**src/rtl/dpt_pkg.sv**
```systemverilog
// ---------------------------------------------------------------------------
// dpt_pkg
// Constants and types shared by the primality test modules.
// ---------------------------------------------------------------------------
package dpt_pkg;
  localparam int VALUE_BITS_DEF = 63;
  localparam logic [31:0] SMALL_PRIME_MASK = 32'h208A28AC;
  localparam int NUM_TRIAL = 25;
  localparam int NUM_WIT_TOTAL = 17;

  // trial divisor table, all below 128
  function automatic logic [6:0] trial_prime(input logic [4:0] idx);
    logic [6:0] p;
    case (idx)
      5'd0: p = 7'd2;    5'd1: p = 7'd3;    5'd2: p = 7'd5;    5'd3: p = 7'd7;
      5'd4: p = 7'd11;   5'd5: p = 7'd13;   5'd6: p = 7'd17;   5'd7: p = 7'd19;
      5'd8: p = 7'd23;   5'd9: p = 7'd29;   5'd10: p = 7'd31;  5'd11: p = 7'd37;
      5'd12: p = 7'd41;  5'd13: p = 7'd43;  5'd14: p = 7'd47;  5'd15: p = 7'd53;
      5'd16: p = 7'd59;  5'd17: p = 7'd61;  5'd18: p = 7'd67;  5'd19: p = 7'd71;
      5'd20: p = 7'd73;  5'd21: p = 7'd79;  5'd22: p = 7'd83;  5'd23: p = 7'd89;
      5'd24: p = 7'd97;
      default: p = 7'd2;
    endcase
    return p;
  endfunction

  // witness table, all sets laid out back to back
  function automatic logic [31:0] witness(input logic [4:0] idx);
    logic [31:0] w;
    case (idx)
      5'd0: w = 32'd377687;
      5'd1: w = 32'd31;      5'd2: w = 32'd73;
      5'd3: w = 32'd2;       5'd4: w = 32'd7;     5'd5: w = 32'd61;
      5'd6: w = 32'd2;       5'd7: w = 32'd13;    5'd8: w = 32'd23;
      5'd9: w = 32'd1662803;
      5'd10: w = 32'd2;      5'd11: w = 32'd325;  5'd12: w = 32'd9375;
      5'd13: w = 32'd28178;  5'd14: w = 32'd450775;
      5'd15: w = 32'd9780504; 5'd16: w = 32'd1795265022;
      default: w = 32'd2;
    endcase
    return w;
  endfunction

  // modular multiply request / status between control and multiplier
  typedef struct packed {
    logic start;
  } mm_ctl_t;
  typedef struct packed {
    logic busy;
    logic done;
  } mm_sts_t;
endpackage

```
**src/rtl/dpt_mulmod.sv**
```systemverilog
// ---------------------------------------------------------------------------
// dpt_mulmod
// Shift-add modular multiply, one multiplier bit per cycle, LSB first.
// ---------------------------------------------------------------------------
module dpt_mulmod import dpt_pkg::*; #(
  parameter int VB = VALUE_BITS_DEF
) (
  input  logic          clk,
  input  logic          rst_n,
  input  mm_ctl_t       ctl,
  input  logic [VB-1:0] x,
  input  logic [VB-1:0] y,
  input  logic [VB-1:0] m,
  output mm_sts_t       sts,
  output logic [VB-1:0] p
);
  logic [VB-1:0] x_r, y_r, acc_r;
  logic          busy_r, done_r;
  logic [VB:0]   sa, sd;
  logic [VB-1:0] acc_nxt, x_nxt;

  // conditional add and double, both reduced by one subtract
  always_comb begin
    sa = {1'b0, acc_r} + {1'b0, x_r};
    sd = {1'b0, x_r} + {1'b0, x_r};
    acc_nxt = acc_r;
    if (y_r[0]) acc_nxt = (sa >= {1'b0, m}) ? VB'(sa - {1'b0, m}) : VB'(sa);
    x_nxt = (sd >= {1'b0, m}) ? VB'(sd - {1'b0, m}) : VB'(sd);
  end

  always_ff @(posedge clk) begin
    if (!rst_n) begin
      busy_r <= 1'b0;
      done_r <= 1'b0;
    end else begin
      done_r <= 1'b0;
      if (ctl.start) begin
        busy_r <= 1'b1;
        x_r    <= x;
        y_r    <= y;
        acc_r  <= '0;
      end else if (busy_r) begin
        if (y_r == '0) begin
          busy_r <= 1'b0;
          done_r <= 1'b1;
        end else begin
          acc_r <= acc_nxt;
          x_r   <= x_nxt;
          y_r   <= y_r >> 1;
        end
      end
    end
  end
  assign sts.busy = busy_r;
  assign sts.done = done_r;
  assign p = acc_r;
endmodule

```
**config.mk**
```make
export PLATFORM = sky130hd
export DESIGN_NAME = dpt_mulmod
export DESIGN_NICKNAME = d
export VERILOG_FILES = /design/src/rtl/dpt_pkg.sv /design/src/rtl/dpt_mulmod.sv
export SDC_FILE = /design/constraint.sdc
export NUM_CORES = 1
export LEC_CHECK = 0
export ABC_AREA = 1
export BUFFER_PORTS_ARGS = -buffer_cell sky130_fd_sc_hd__buf_2
export CORE_MARGIN = 1.5
export CORE_UTILIZATION = 56
export CTS_BUF_LIST = sky130_fd_sc_hd__clkbuf_8 sky130_fd_sc_hd__clkbuf_16
export DETAILED_ROUTE_END_ITERATION = 8
export GPL_TIMING_DRIVEN = 0
export PLACE_DENSITY = 0.8
export SLEW_MARGIN = 20
export SYNTH_ARGS = -nofsm -noshare
export SYNTH_HDL_FRONTEND = slang
export SYNTH_SLANG_ARGS = --single-unit
```
**constraint.sdc**
```tcl
create_clock -name clk -period 4.3 [get_ports clk]
set_input_delay 0.645 -clock clk [delete_from_list [all_inputs] [get_ports clk]]
set_output_delay 0.645 -clock clk [all_outputs]
set_load 0.03 [all_outputs]
```
==> results of run 1 <==
[metrics by stage]
stage | std cells | utilization [%]
CTS | 4997 | 71.31
detailed placement | 4842 | 62.19
global placement | 4838 | 61.91
floorplan | 4006 | -
[cell usage after synthesis, types with 9 or more instances]
library cell	instances	share of area, %
buf_4	9	0.28
nor3_1	39	0.81
inv_1	633	9.8
a21oi_1	278	5.7
ha_1	189	9.8
nand3_1	240	5.0
nand2_1	1162	18
o21bai_1	31	0.96
a21o_1	20	0.62
xnor2_1	34	1.2
o21ai_1	25	0.52
xor2_1	83	3.0
nand3b_1	27	0.84
o21a_1	14	0.43
buf_6	9	0.42
buf_2	13	0.27
a21boi_0	13	0.40
nand4_1	69	1.8
clkbuf_1	38	0.59
nor4_1	15	0.39
nor2_1	603	9.4
o21ai_0	230	4.8
edfxtp_1	189	23
[logic make-up after synthesis]
group	after synthesis	share of synthesized area (%)
buffers and inverters	707	11.46
XOR/XNOR	117	4.234
flip-flops	191	23.62
adder cells (fa/ha/maj)	192	10.02
AND/OR/NAND/NOR	2178	36.90
AO/OA/AOI/OAI	621	13.77
[per-layer routing]
layer  GRT overflow  GRT usage (%)
met3              1          56.57
met1              1          71.05
met5              0          30.48
met2              5          87.06
met4              3          60.12
[what timing repair did]
item	in CTS
resized for setup	474
endpoints found under the setup margin	63
pin swaps	99
gates cloned	4
setup buffers	119
==> results.json, run 1 <==
{
  "status": "aborted with a tool error",
  "haltStage": "global routing",
  "error": "[ERROR GRT-0232] Routing congestion too high. Check the congestion heatmap in the GUI.",
  "start_util_pct": 57.19,
  "worstEndpointGrtRepair": "p[56]$_SDFFCE_PP0P_/D",
  "dpl_cell_area_um2": 26320,
  "globalplace.congestion": 1.291,
  "syn_area_um2": 24200,
  "root_buffer": "clkbuf_16",
  "synth-main-ff-cell": "edfxtp_1",
  "die_h_um": 210.9,
  "synth-edff-count": 189,
  "grt_remaining_overflow": 10,
  "rows": 75,
  "netlist_instances": 4006,
  "die_width_um": 210.9,
  "yosysUniqueCellTypes": 42,
  "avgSynthCellArea_um2": 6.041,
  "ys_seq_area_share_pct": 23.62,
  "cts_num_sinks": 191,
  "postCtsHoldBufs": 0,
  "clk_path_buf_depth": 2,
  "synth_seq_cells": 191,
  "async_reset_ff_share_pct": 0,
  "endpoint_type": "register data pin",
  "hpwl_um": 98870,
  "grt_max_degree": 55,
  "place_ws_ns": -1.556,
  "numPortBuffers": 255,
  "yosys_warnings": 0,
  "ioPinCount": 257,
  "grt_use_total_pct": 69.84,
  "htree_num_levels": 4,
  "synth_nets": 4390,
  "numCtsBuffers": 17
}
==> run 2, diff against run 1 <==
CORE_UTILIZATION = 40   (was 56)
CTS_BUF_LIST = not set   (was sky130_fd_sc_hd__clkbuf_8 sky130_fd_sc_hd__clkbuf_16)
PLACE_DENSITY = not set   (was 0.8)
PLACE_DENSITY_LB_ADDON = 0.15   (was not set)
clock period = 5.59 ns   (was 4.3 ns; I/O delays follow)
==> results.json, run 2 <==
{
  "grt_pass1_vias": 26496,
  "grt_max_degree": 50,
  "clk_path_buf_depth": 2,
  "layout_commonest_cell": "nand2_1",
  "postCtsHoldBufs": 0,
  "synth_most_common_cell": "nand2_1",
  "first_pass_iters": 5,
  "crit_fanout": 10,
  "synthTopCellsByArea": "edfxtp_1 (23%), nand2_1 (18%), inv_1 (9.8%)",
  "critPathSlowestCell": "edfxtp_1",
  "vias": 27702,
  "clock_skew_ns": 0.02092,
  "insertion_delay_ns": 0.49,
  "drcViolationCount": 0,
  "async_reset_ff_share_pct": 0,
  "syn_area_um2": 24200,
  "grt_use_met1_pct": 48.80,
  "final_antenna_net_count": 0,
  "rsz0062_at_grt": "no",
  "timing.rr.start": "x_r[30]",
  "htree_num_levels": 4,
  "min_period_ns": 5.407,
  "nFillCells": 6693,
  "cts_num_sinks": 191,
  "use_met3_pct": 5.946,
  "status": "finished clean",
  "globalplace.congestion": 1.083,
  "final_cell_mix": "nand2_1 (1160), inv_1 (633), nor2_1 (598), a21oi_1 (271), buf_2 (268)",
  "core_um2": 59350,
  "crit_buf_inv": 5,
  "drive_gt1_share_pct": 9.047,
  "wl_per_cell_um": 23.04,
  "grt_use_met2_pct": 60.19,
  "netlist_instances": 4006,
  "cp_slowest_stage_delay_ns": 0.59,
  "fin_nets": 4682,
  "die_area_um2": 61990,
  "crit_required_ns": 5.83,
  "synth_common_cells": "nand2_1 (1162), inv_1 (633), nor2_1 (603)",
  "fin_ws_ns": 0.1825,
  "die_h_um": 249.0,
  "grt_pass1_wl_um": 166900,
  "root_buffer": "clkbuf_16",
  "hpwl_um": 103400,
  "hp-class": "register to register",
  "vdd_drop_max_mv": 0.2750,
  "fin_crit_sh_pct": 96.73,
  "path_class": "register to register",
  "tightest_slew_ns": 1.103,
  "routed_wl_um": 117300,
  "stdcell_count": 5093,
  "die_width_um": 249.0,
  "synth-edff-count": 189,
  "grt_use_total_pct": 37.19,
  "max_slew_margin_pct": 26.47,
  "whs_ns": 0.4941,
  "synth-main-ff-cell": "edfxtp_1",
  "avgSynthCellArea_um2": 6.041,
  "numCtsBuffers": 17,
  "grt_antenna_before_repair": 11,
  "p_per_area_nw_per_um2": 402.0,
  "synth_top_area_cell": "edfxtp_1",
  "register_area_um2": 5715,
  "yosysUniqueCellTypes": 42,
  "power.leakage_nw": 13.63,
  "place_ws_ns": -0.2824,
  "start_util_pct": 40.78,
  "hp-start": "busy_r",
  "critPathTopFamily": "simple AND/OR/NAND/NOR gates",
  "ioPinCount": 257,
  "dp.cells": 5038,
  "maxCapViolations": 0,
  "setup_viol": 0,
  "fmax_mhz": 184.9,
  "startpoint": "x_r[30]",
  "crit_arrival_ns": 5.65,
  "multi_input_area_um2": 15890,
  "yosys_warnings": 0,
  "vias_per_cell": 5.439,
  "tritoncts": "built",
  "synth_nets": 4390,
  "clk_pin_slew_ns": 0.08,
  "synth_seq_cells": 191,
  "busiest_layer": "met2",
  "slew_viol_final": 0,
  "drtIter0Drc": 2493,
  "grt_remaining_overflow": 0,
  "ys_seq_area_share_pct": 23.62,
  "startpoint_type": "register",
  "path_common_cell": "nand2_1",
  "numPortBuffers": 255,
  "area_delta_synth_final_pct": 13.25,
  "hold_violations": 0,
  "rows": 89,
  "cp-end-kind": "register",
  "synth_top_area_share_pct": 23.45
}
run 2: logic make-up (layout without fill, tap and decap cells):
family,after synthesis,count (layout),synth area share (%)
XOR/XNOR,117,117,4.234
adder cells (fa/ha/maj),192,192,10.02
flip-flops,191,191,23.62
buffers and inverters,707,1012,11.46
other,0,9,0
AO/OA/AOI/OAI,621,621,13.77
AND/OR/NAND/NOR,2178,2178,36.90
run 2: worst paths after layout:
| path | endpoint | slack [ns] | cells past startpoint |
|---|---|---|---|
| setup / recovery | p[6] | 0.18 | 26 |
| hold / removal | done_r | 0.49 | 2 |
| setup reg to reg | p[6] | 0.18 | 26 |
| hold reg to reg | done_r | 0.49 | 2 |
run 2: final cells by class:
class                      count  share of cell area (%)
antenna                        9                 0.08217
clock buffer                  18                   1.566
buffer                        69                   1.374
tap                          773                   3.529
inverter                     638                   8.746
multi-input combinational   3108                   57.97
clock inverter                14                  0.4611
timing repair buffer         273                   5.414
sequential                   191                   20.85
run 2: metrics by stage:
stage / setup TNS (ns) / instance area [um^2] / total power [mW] / util, %
global placement: -286.07 / 26450 / 9.473 / 44.56
global route: 0 / 27400 / 11.74 / 46.17
CTS: 0 / 27150 / 10.74 / 45.74
finish: 0 / 27410 / 11.02 / 46.18
detailed placement: -12.45 / 26560 / 9.471 / 44.75
floorplan: 0 / 24200 / 6.967 / -
run 2: metal layers:
layer | vias to the layer above | wire [um]
met1 | 12879 | 50490
met3 | 205 | 8903
met4 | 8 | 5859
met2 | 1084 | 51780
li1 | 13526 | -
met5 | - | 292
run 2: power by group:
part           total, mW  internal [mW]  switching [mW]
clock network       1.24          0.585           0.657
registers           2.06           1.87           0.195
logic               7.71           2.32            5.40
run 2: repair_timing:
item,in CTS,in global routing
setup endpoints to repair,63,63
cloned,0,0
setup buffers,1,13
resized for setup,4,33
pin swaps,0,5
hold endpoints to repair,0,0
run 2: worst register-to-register path, cell delays in order, from the launching register on:
cell and delay (ns):
edfxtp_1 0.59, ha_1 0.44, nand2_1 0.13, nor2_1 0.20
nand2_1 0.18, inv_1 0.12, nand2_1 0.16, inv_1 0.12
nand4_1 0.27, nand3_1 0.19, nand2_1 0.06, nand2_1 0.19
inv_1 0.08, ha_1 0.38, nand2_1 0.13, nor2_2 0.17
nand2_1 0.14, nor2_2 0.21, nor3b_1 0.21, nand2_1 0.16
nand4_1 0.21, nand3_2 0.18, nand2_4 0.19, inv_4 0.08
buf_4 0.19, nor2_1 0.13, nor2_1 0.07
Note: power is estimated with default switching activity, not from simulation.
==> run 3, diff against run 2 <==
CAP_MARGIN = 20   (was not set)
PLACE_DENSITY = 0.6   (was not set)
PLACE_DENSITY_LB_ADDON = not set   (was 0.15)
==> results.json, run 3 (synthesis gave the netlist of run 2 again) <==
{
  "tritoncts": "built",
  "cp-end-kind": "register",
  "status": "finished clean",
  "path_class": "register to register",
  "numCtsBuffers": 17,
  "setup_viol": 0,
  "crit_buf_inv": 3,
  "first_pass_iters": 6,
  "max_slew_margin_pct": 27.78,
  "grt_remaining_overflow": 0,
  "whs_ns": 0.5207,
  "root_buffer": "clkbuf_16",
  "layout_commonest_cell": "nand2_1",
  "crit_arrival_ns": 5.68,
  "min_period_ns": 5.425,
  "drive_gt1_share_pct": 9.064,
  "vias": 27975,
  "die_area_um2": 61990,
  "timing.rr.start": "x_r[31]",
  "hold_end": "done_r",
  "wl_per_cell_um": 23.77,
  "grt_antenna_before_repair": 12,
  "finalInstanceArea_um2": 27470,
  "clock_skew_ns": 0.01794,
  "clk_path_buf_depth": 2,
  "hpwl_um": 106800,
  "insertion_delay_ns": 0.52,
  "dpl_cell_area_um2": 26560,
  "p_per_area_nw_per_um2": 407.3,
  "area_delta_synth_final_pct": 13.52,
  "crit_required_ns": 5.84,
  "drcViolationCount": 0,
  "numPortBuffers": 255,
  "final_cell_mix": "nand2_1 (1161), inv_1 (633), nor2_1 (599), a21oi_1 (272), buf_2 (268)",
  "startpoint_type": "register",
  "critPathSlowestCell": "edfxtp_1",
  "grt_pass1_vias": 26427,
  "crit_fanout": 10,
  "vdd_drop_max_mv": 0.2895,
  "finalSetupTns_ns": 0,
  "fin_nets": 4685,
  "start_util_pct": 40.78,
  "fmax_mhz": 184.3,
  "grt_max_degree": 54,
  "hold_violations": 0,
  "routed_wl_um": 121200,
  "vias_per_cell": 5.490,
  "final_antenna_net_count": 0,
  "die_width_um": 249.0,
  "rr_worst_depth": 22,
  "htree_num_levels": 4,
  "cp_slowest_stage_delay_ns": 0.57,
  "ioPinCount": 257,
  "hp-start": "busy_r",
  "worstPathCellList": "ha_1 -> a21oi_1 -> o21ai_0 -> a21oi_2 -> and2_1 -> nand3_1 -> xnor2_1 -> inv_1 -> ha_1 -> nand2_1 -> nor2_2 -> nand2_1 -> nor2_1 -> nor3b_1 -> nand2_1 -> nand4_1 -> nand3_2 -> nand2_4 -> inv_4 -> buf_4 -> nor2_1 -> nor2_1",
  "grt_pass1_wl_um": 170700,
  "holdPathStages": 2,
  "fin_crit_sh_pct": 97.05,
  "die_h_um": 249.0,
  "globalplace.congestion": 1.071,
  "grt_use_total_pct": 38.38,
  "rrSetupSlack_ns": 0.16,
  "drtIter0Drc": 2778,
  "clk_pin_slew_ns": 0.08,
  "maxCapViolations": 0,
  "cts_num_sinks": 191,
  "slew_viol_final": 0,
  "reg2reg_to": "p[0]",
  "power.leakage_nw": 13.67,
  "critPathTopFamily": "simple AND/OR/NAND/NOR gates",
  "tightest_slew_ns": 1.083,
  "core_um2": 59350,
  "hp-class": "register to register",
  "rows": 89
}
==> run 3: changes by cell type in the layout (fill, tap and decap cells not counted), sizes merged <==
cell / before / now
buf: 304 / 307
inv: 644 / 646
clkbuf: 56 / 55
clkinvlp: 3 / 2
==> run 3: final cells by class <==
cell class                 instances  area (um^2)
fill                            6709        31880
multi-input combinational       3108        15900
sequential                       191         5715
inverter                         638         2397
timing repair buffer             276         1499
tap                              773        967.2
clock buffer                      17        425.4
buffer                            69        376.6
clock inverter                    15        166.4
antenna                            9        22.52
==> run 3: layer usage <==
metal | wire length [um] | up-vias | track usage (%)
li1 | - | 13520 | -
met1 | 51290 | 12986 | 50.18
met2 | 53870 | 1258 | 61.68
met5 | 24 | - | 0
met3 | 10420 | 207 | 7.315
met4 | 5544 | 4 | 16.41
==> run 3: timing repair <==
action / 4_1_cts / 5_1_grt
setup endpoints to repair: 63 / 63
endpoints found under the hold margin: 0 / 0
gates resized for setup: 7 / 27
cloned: 0 / 0
hold buffers: 0 / 0
buffers inserted: 0 / 17
pin swaps: 0 / 5
==> run 3: metrics by stage <==
stage | cells | worst slack [ns] | power, mW | util, %
after floorplan | 4006 | 0.9024 | 6.967 | -
after global placement | 5034 | -1.540 | 9.559 | 44.56
after detailed placement | 5038 | -0.2103 | 9.545 | 44.74
after CTS | 5070 | 0.05665 | 10.87 | 45.80
after global routing | 5095 | -0.003378 | 11.89 | 46.28
final | 5096 | 0.1648 | 11.19 | 46.29
==> run 3: worst min-delay path: stages, from the launching register on <==
cell and delay [ns]:
dfxtp_1 0.37, nand2_1 0.08, nor2_1 0.04
==> run 3: worst max path at each step <==
stage	startpoint	endpoint	cells after the start
3_3_place_gp	ctl	x_r[25]	6
3_5_place_dp	x_r[0]	p[0]	26
5_1_grt	x_r[31]	p[0]	22
2_1_floorplan	ctl	x_r[0]	6
4_1_cts	x_r[0]	p[0]	27
6_report	x_r[31]	p[0]	22
==> run 3: where the power goes <==
part           internal, mW  switching [mW]  leakage, nW
clock                 0.600           0.689        0.282
combinational          2.33            5.50         11.6
sequential             1.87           0.199         1.83
